## config.mk

```make
export PLATFORM = sky130hd
export DESIGN_NAME = fsub_cell
export DESIGN_NICKNAME = d
export VERILOG_FILES = /design/src/rtl/fsub_pkg.sv /design/src/rtl/fsub_cell.sv
export SDC_FILE = /design/constraint.sdc
export NUM_CORES = 1
export LEC_CHECK = 0
export BUFFER_PORTS_ARGS = -buffer_cell sky130_fd_sc_hd__buf_2
export CAP_MARGIN = 20
export CORE_MARGIN = 2
export CORE_UTILIZATION = 39
export DETAILED_ROUTE_END_ITERATION = 12
export PLACE_DENSITY = 0.77
export SETUP_SLACK_MARGIN = 0.3
export SLEW_MARGIN = 20
export SYNTH_ARGS = -nofsm -noshare
export SYNTH_HDL_FRONTEND = slang
export SYNTH_SLANG_ARGS = --single-unit
```

## constraint.sdc

```tcl
create_clock -name i_clk -period 1.1 [get_ports i_clk]
set_input_delay 0.055 -clock i_clk [delete_from_list [all_inputs] [get_ports i_clk]]
set_output_delay 0.055 -clock i_clk [all_outputs]
set_load 0.005 [all_outputs]
```

## src/rtl/fsub_pkg.sv

```systemverilog
// Package for the first substring match block: stream field widths, op codes
// and the control bundle that the top level hands to every comparison cell.
// No dependencies.
package fsub_pkg;

    localparam int BYTE_W      = 8;
    localparam int PAT_IDX_W   = 7;
    localparam int CFG_W       = 8;
    localparam int POS_FIELD_W = 16;
    localparam int IN_TDATA_W  = 16;   // data_byte, pattern_index, padding
    localparam int OUT_TDATA_W = 24;   // found, position, padding

    localparam logic OP_PATTERN = 1'b0;
    localparam logic OP_TEXT    = 1'b1;

    typedef struct packed {
        logic                  text_step;  // a text byte is accepted this cycle
        logic                  clear;      // search ends: empty the text window
        logic                  pat_we;     // pattern byte write
        logic [PAT_IDX_W-1:0]  pat_index;
        logic [BYTE_W-1:0]     data;
    } t_cell_ctrl;

endpackage

```

## src/rtl/fsub_cell.sv

```systemverilog
// One cell of the match chain: holds pattern byte CELL_INDEX and text window
// slot CELL_INDEX, and compares the byte shifting in with its lined-up pattern byte.
// Depends on fsub_pkg.
module fsub_cell
    import fsub_pkg::*;
#(
    parameter int CELL_INDEX = 0
) (
    input  logic              i_clk,
    input  logic              i_rst_n,
    input  t_cell_ctrl        i_ctrl,
    input  logic [BYTE_W-1:0] i_prev_byte,   // window byte of the cell before, new byte at the head
    input  logic [BYTE_W-1:0] i_cmp_byte,    // pattern byte lined up with this window slot
    output logic [BYTE_W-1:0] o_byte,
    output logic [BYTE_W-1:0] o_pattern,
    output logic              o_equal
);

    logic [BYTE_W-1:0] r_pattern;
    logic [BYTE_W-1:0] r_window;
    logic [BYTE_W-1:0] n_window;

    always_comb begin
        n_window = i_prev_byte;
    end

    always_ff @(posedge i_clk) begin
        if (i_ctrl.pat_we && (32'(i_ctrl.pat_index) == CELL_INDEX)) begin
            r_pattern <= i_ctrl.data;
        end
    end

    always_ff @(posedge i_clk) begin
        if (!i_rst_n) begin
            r_window <= '0;
        end else if (i_ctrl.text_step) begin
            // a search that ends starts the next one with an empty window
            r_window <= i_ctrl.clear ? '0 : n_window;
        end
    end

    assign o_byte    = r_window;
    assign o_pattern = r_pattern;
    assign o_equal   = (n_window == i_cmp_byte);

endmodule

```

# == Yosys cells after proc, flatten, opt, wreduce, memory -nomap -nowiden ==
# Index checks and enable logic that the tools add are counted.
# Widths: inputs -> output; s select.
# op_classes
n_eq_ne,1
reduce_logical,2
n_mux,1
# op_table
op,n
$eq 8x8->1,1
$mux 8,1
$logic_not 7->1,1
$logic_and 1x1->1,1
# word_totals
out_inout_bits,17
in_bits,36
elab_cells,6
regBits,16

# == Logic depth before layout (Yosys ltp) ==
# Gate-level depths: netlist of run 1.
# depth
depth_word,2
mapped_depth,4
ltp_nobuf,3

# == Worst setup path after synthesis of run 1 ==
# No wires, ideal clock.
# synth_path
path_kind,input -> register
startpoint,input port i_ctrl[9] in the netlist's numbering
endpoint,"register r_pattern[0] (netlist: o_pattern[0]), enable pin"
slack_ps,108
setup_ps,333
path_stages,2
arrival_time_ps,659
t_required_ps,767
path_cell_list,nor4_1 -> and4b_1
# synth_between
elab_chain_len,2
# synth_rtl
element,line_no,text
start: declaration,fsub_cell.sv:11,"input t_cell_ctrl i_ctrl,"
$logic_not 7->1,fsub_cell.sv:28,if (i_ctrl.pat_we && (32'(i_ctrl.pat_index) == CELL_INDEX)) begin
$logic_and 1x1->1,fsub_cell.sv:28,
end signal: assignment,fsub_cell.sv:29,r_pattern <= i_ctrl.data;
end: declaration,fsub_cell.sv:19,logic [BYTE_W-1:0] r_pattern;
# No other way between the ends.
# A chain may end at the register's enable or synchronous reset.

# == Worst setup path in the final report of run 1 ==
# layout_path
startpoint,register r_pattern[1] (netlist: o_pattern[1])
endpoint,output port o_pattern[1]
# layout_lines
element,line_no,text
end: declaration,fsub_cell.sv:15,"output logic [BYTE_W-1:0] o_pattern,"
# No word-level cell between the ends.

==> impl_metrics.toml, run 1 <==
[status]
outcome = "completed"

[yosys]
syn-num-nets = 93
syn-cell-area_um2 = 740.7
yosys_warnings = 0
synth.distinct_cells = 15
synthCells = 57
syn_avg_cell_area_um2 = 12.99
yosysSeqAreaShare_pct = 54.05
ys_ff_latch = 16

[route]
drt-vias-per-instance = 4.393
ant_nets = 0
postRouteWirelength_um = 1712
wire_per_inst_um = 11.81
drt_iter0_markers = 7
vias = 637
first_pass_iters = 4
drc = 0

[sta]
period_share_pct = 77.37
slew_headroom_pct = 85.70
final.min_clock_period_ns = 0.8511
clock_skew_ns = 0
setup_viol = 0
drv_slew = 0
fmax_mhz = 1175
worstMarginPinSlew_ns = 0.2144
rsz0062_at_grt = "true"
whs_ns = 0.04119
hold_viol = 0

[clocking]
cts.sinks = 16
clk_pin_slew_worst_paths_ns = 0.09
cts_setup_buffers = 0
cts_root_buffer = "clkbuf_4"
htree_levels = 1
clock_path_buffers = 2
numCtsBuffers = 3
cts_tree = "done"
clkLatencyLatePin_ns = 0.28

[finish]
syn_to_final_growth_pct = 57.94
nFillCells = 167
final_common_cell = "buf_2"
final_nets = 157
fin_cells = 145
drive_gt1_share_pct = 72.50
diodes = 0

[worst_setup_path]
crit_chain = "buf_2"
crit_path_end_kind = "output pin"
r2r_start = "o_byte[1]"
cp_max_fo = 1
endpoint = "o_pattern[1]"
critPathTopFamily = "flip-flops"
crit_type = "register to output pin"
worstPathRequired_ns = 1.04
crit_path_top_delay_cell = "edfxtp_1"
cp.depth = 1
cp_num_buf_inv = 1
r2r-end = "o_byte[1]"
crit_path_start = "o_pattern[1]"
max_stage_delay_ns = 0.38
ff2ff_path_depth = 3
cp-start-kind = "register"
ff2ff_setup_slack_ns = 0.36
crit_arrival_ns = 0.80

[global_route]
overflow = 0
grt_first_pass_wirelength_um = 2415
grt_pass1_vias = 618
antenna_found_initial = 0
grt_usage_pct = 15.88
grt_start_max_net_pins = 11

[min_path]
min_path_type = "input pin to register"

[power_and_ir_drop]
power_leakage_nw = 0.5108
powerDensity_nw_per_um2 = 994.9
vdd_drop_max_uv = 653.4

[place]
port_buffers = 52
routabilityCongestion = 0.6421
dp_cells = 133

[die]
io_pins = 53
die_width_um = 47.58
dieArea_um2 = 2264
core_area_um2 = 1764
die_h_um = 47.58
rows = 15
start_util_pct = 41.99

[flow_run]
drv_cap = 0
## per-stage QoR
stage | power [mW] | worst slack, ns | utilization (%) | setup TNS (ns) | instance area, µm²
after floorplan | 0.7419 | 0.1718 | - | 0 | 742.0
after global placement | 0.8284 | 0.03554 | 57.94 | 0 | 1022
after detailed placement | 0.8325 | -0.01626 | 57.94 | -0.1285 | 1022
after CTS | 1.170 | 0.2425 | 65.25 | 0 | 1151
after global routing | 1.218 | 0.2074 | 66.31 | 0 | 1170
final | 1.164 | 0.2489 | 66.31 | 0 | 1170
## worst register-to-register path: cells and delay by family, from the launching register on
family          cells  cell delay (ns)
compound gates      1             0.11
flops               1             0.34
simple gates        2             0.21
## cell families (layout without fill, tap and decap cells)
| kind of cell | Yosys count | count (layout) | share of synthesized area, % |
|---|---|---|---|
| AOI/OAI and AO/OA | 8 | 8 | 9.122 |
| and+or+nand+nor | 23 | 23 | 25.34 |
| DFF | 16 | 16 | 54.05 |
| buffers and inverters | 2 | 65 | 2.026 |
| xor gates and xnor gates | 8 | 8 | 9.460 |
## worst min path at each step
stage | slack, ns | cells past startpoint | end | from
global route | 0.04 | 3 | o_byte[5] | i_prev_byte[5]
detailed placement | 0.23 | 1 | o_pattern[2] | i_ctrl[2]
global placement | 0.23 | 1 | o_pattern[2] | i_ctrl[2]
floorplan | 0.15 | 0 | o_pattern[0] | i_ctrl[0]
CTS | 0.03 | 3 | o_byte[2] | i_prev_byte[2]
finish | 0.04 | 3 | o_byte[2] | i_prev_byte[2]
## report_power, final
part           internal, mW  switching (mW)  total, mW
sequential            0.639         0.00591      0.644
combinational         0.133          0.0747      0.208
clock                 0.131           0.180      0.312
total                 0.903           0.261       1.16
## timing repair
action,in CTS,in global routing
hold buffers,8,0
pin swaps,2,0
resized for setup,6,7
endpoints found under the setup margin,19,16
endpoints found under the hold margin,8,0
cloned,0,0
## final cells by class
cell class / instances / area, µm² / share of cell area, %
clock buffer: 3 / 22.52 / 1.925
clock inverter: 1 / 3.754 / 0.3209
sequential: 16 / 410.4 / 35.08
multi-input combinational: 39 / 332.8 / 28.45
inverter: 1 / 3.754 / 0.3209
timing repair buffer: 60 / 365.4 / 31.23
tap: 25 / 31.28 / 2.674
## per-layer routing
layer / vias up / global-route usage, % / part of all wire, %
li1: 320 / - / -
met1: 293 / 17.65 / 39
met2: 20 / 27.03 / 55
met3: 4 / 1.887 / 3.7
met4: 0 / 12.97 / 2.8
met5: - / 0 / 0
## cell usage after synthesis
cell type | count | area, µm²
a21oi_2 | 7 | 61.31
and2_1 | 1 | 6.260
and2b_4 | 8 | 80.08
and4b_1 | 1 | 10.01
buf_6 | 1 | 11.26
dfxtp_1 | 8 | 160.2
edfxtp_1 | 8 | 240.2
inv_1 | 1 | 3.750
nand2_1 | 1 | 3.750
nand4_1 | 2 | 12.51
nor2_1 | 2 | 7.510
nor2b_2 | 7 | 61.31
nor4_1 | 1 | 6.260
o22ai_1 | 1 | 6.260
xnor2_1 | 8 | 70.07
## flip-flops by register name, summed over array words and instances (netlist names)
signal	flops
o_byte	8
o_pattern	8
Power figures use the tool's default switching activity.
==> inputs of run 2 (changes only) <==
Clock period 1.1 ns to 0.8 ns, I/O delays scaled along.
==> run 2 against run 1 <==
  * The flow now finishes with violations (hold timing, setup timing)
  * Largest cell class unchanged
  * Non-clock buffer count shrank 8
  * Combinational power rose by 50%
  * Cell count down 5.5%
  * Critical endpoint is now o_pattern[6]
  * Critical path depth is the same
==> impl_metrics.toml, run 2 (synthesis results as in run 1) <==
[die]
rows = 15
dieArea_um2 = 2264
die_h_um = 47.58
die_width_um = 47.58
io_pins = 53
start_util_pct = 41.99
core_area_um2 = 1764

[route]
first_pass_iters = 4
drt_iter0_markers = 3
wire_per_inst_um = 11.40
ant_nets = 0
vias = 600
drc = 0
postRouteWirelength_um = 1562
drt-vias-per-instance = 4.380

[sta]
clock_skew_ns = 0
worstMarginPinSlew_ns = 0.1996
hold_viol = 9
final.min_clock_period_ns = 0.8226
whs_ns = -0.06801
fin_ws_ns = -0.02262
period_share_pct = 102.8
rsz0062_at_grt = "true"
fmax_mhz = 1216
setup_viol = 6
drv_slew = 0
slew_headroom_pct = 86.69

[global_route]
antenna_found_initial = 0
overflow = 0
grt_start_max_net_pins = 11
grt_usage_pct = 13.79
grt_pass1_vias = 530
grt_first_pass_wirelength_um = 2076

[min_path]
hp-start = "i_ctrl[1]"
hold_depth = 1
whs_endpoint = "o_pattern[1]"
min_path_type = "input pin to register"

[clocking]
clkLatencyLatePin_ns = 0.27
clock_path_buffers = 2
cts_tree = "done"
htree_levels = 1
cts.sinks = 16
cts_setup_buffers = 0
clk_pin_slew_worst_paths_ns = 0.09
numCtsBuffers = 3
cts_root_buffer = "clkbuf_4"

[worst_setup_path]
r2r-end = "o_byte[0]"
crit_path_top_delay_cell = "edfxtp_1"
r2r_start = "o_byte[0]"
crit_path_end_kind = "output pin"
cp_num_buf_inv = 1
critPathTopFamily = "flip-flops"
crit_path_start = "o_pattern[6]"
max_stage_delay_ns = 0.37
ff2ff_setup_slack_ns = 0.06
cp_max_fo = 1
crit_type = "register to output pin"
crit_chain = "buf_2"
ff2ff_path_depth = 3
crit_arrival_ns = 0.78
cp-start-kind = "register"
worstPathRequired_ns = 0.76

[power_and_ir_drop]
powerDensity_nw_per_um2 = 1359
total_power_mw = 1.617
vdd_drop_max_uv = 1035
power_leakage_nw = 0.5171

[finish]
final_common_cell = "buf_2"
drive_gt1_share_pct = 82.14
final_cell_mix = "buf_2, buf_6, and2b_4, dfxtp_2, edfxtp_1"
fin_area_um2 = 1190
final_nets = 149
syn_to_final_growth_pct = 60.64
fin_cells = 137
diodes = 0

[status]
violations = "hold timing, setup timing"
outcome = "complete, but fails checks"

[place]
dpl_worst_slack_ns = -0.2749
dp_cells = 133
port_buffers = 52
postPlaceCellArea_um2 = 1023
dp_hpwl_um = 1226
routabilityCongestion = 0.6337

[flow_run]
drv_cap = 0
==> run 2: cell count changes in the layout (fill, tap and decap cells not counted), sizes merged <==
| cell | delta |
|---|---|
| dlygate4sd3 | -8 |
| clkbuf | +1 |
| clkinv | -1 |
==> run 2: area by class of cell <==
cell class	count	area, µm²
clock buffers	4	26.28
fillers	152	574.3
inverters	1	3.754
multi-input cells	39	382.9
flip-flops and latches	16	410.4
well taps	25	31.28
repair buffers	52	335.3
==> run 2: worst max-delay path by stage <==
stage / cells past startpoint / endpoint
finish: 1 / o_pattern[6]
global route: 1 / o_pattern[5]
CTS: 1 / o_pattern[6]
detailed placement: 3 / o_pattern[0]
global placement: 3 / o_pattern[5]
floorplan: 2 / o_pattern[0]
==> run 2: layer usage <==
metal  GRT usage [%]  wire length, µm  vias to the layer above
li1                -                -                      305
met1           14.15              563                      275
met2           25.95              921                       18
met3           1.132               56                        2
met4           9.730               21                        0
met5               0                0                        -
==> run 2: power by group <==
group          internal (mW)  switching [mW]  total, mW
Sequential             0.878         0.00923      0.887
Combinational          0.200           0.113      0.313
Clock                  0.193           0.224      0.417
==> run 2: per-stage QoR <==
step	hold slack [ns]	setup TNS [ns]	utilization [%]
final	-0.06801	-0.08676	67.45
after global routing	-0.09296	-0.4389	67.45
after CTS	-0.07756	-0.2036	63.40
after detailed placement	0.2185	-2.198	58.01
after global placement	0.2186	-1.996	58.01
after floorplan	0.1389	-0.9056	-
==> run 2: timing repair <==
item                                    CTS  global route
endpoints found under the hold margin     8             9
resized for setup                        18            12
pin swaps                                 4             5
endpoints found under the setup margin   33            33
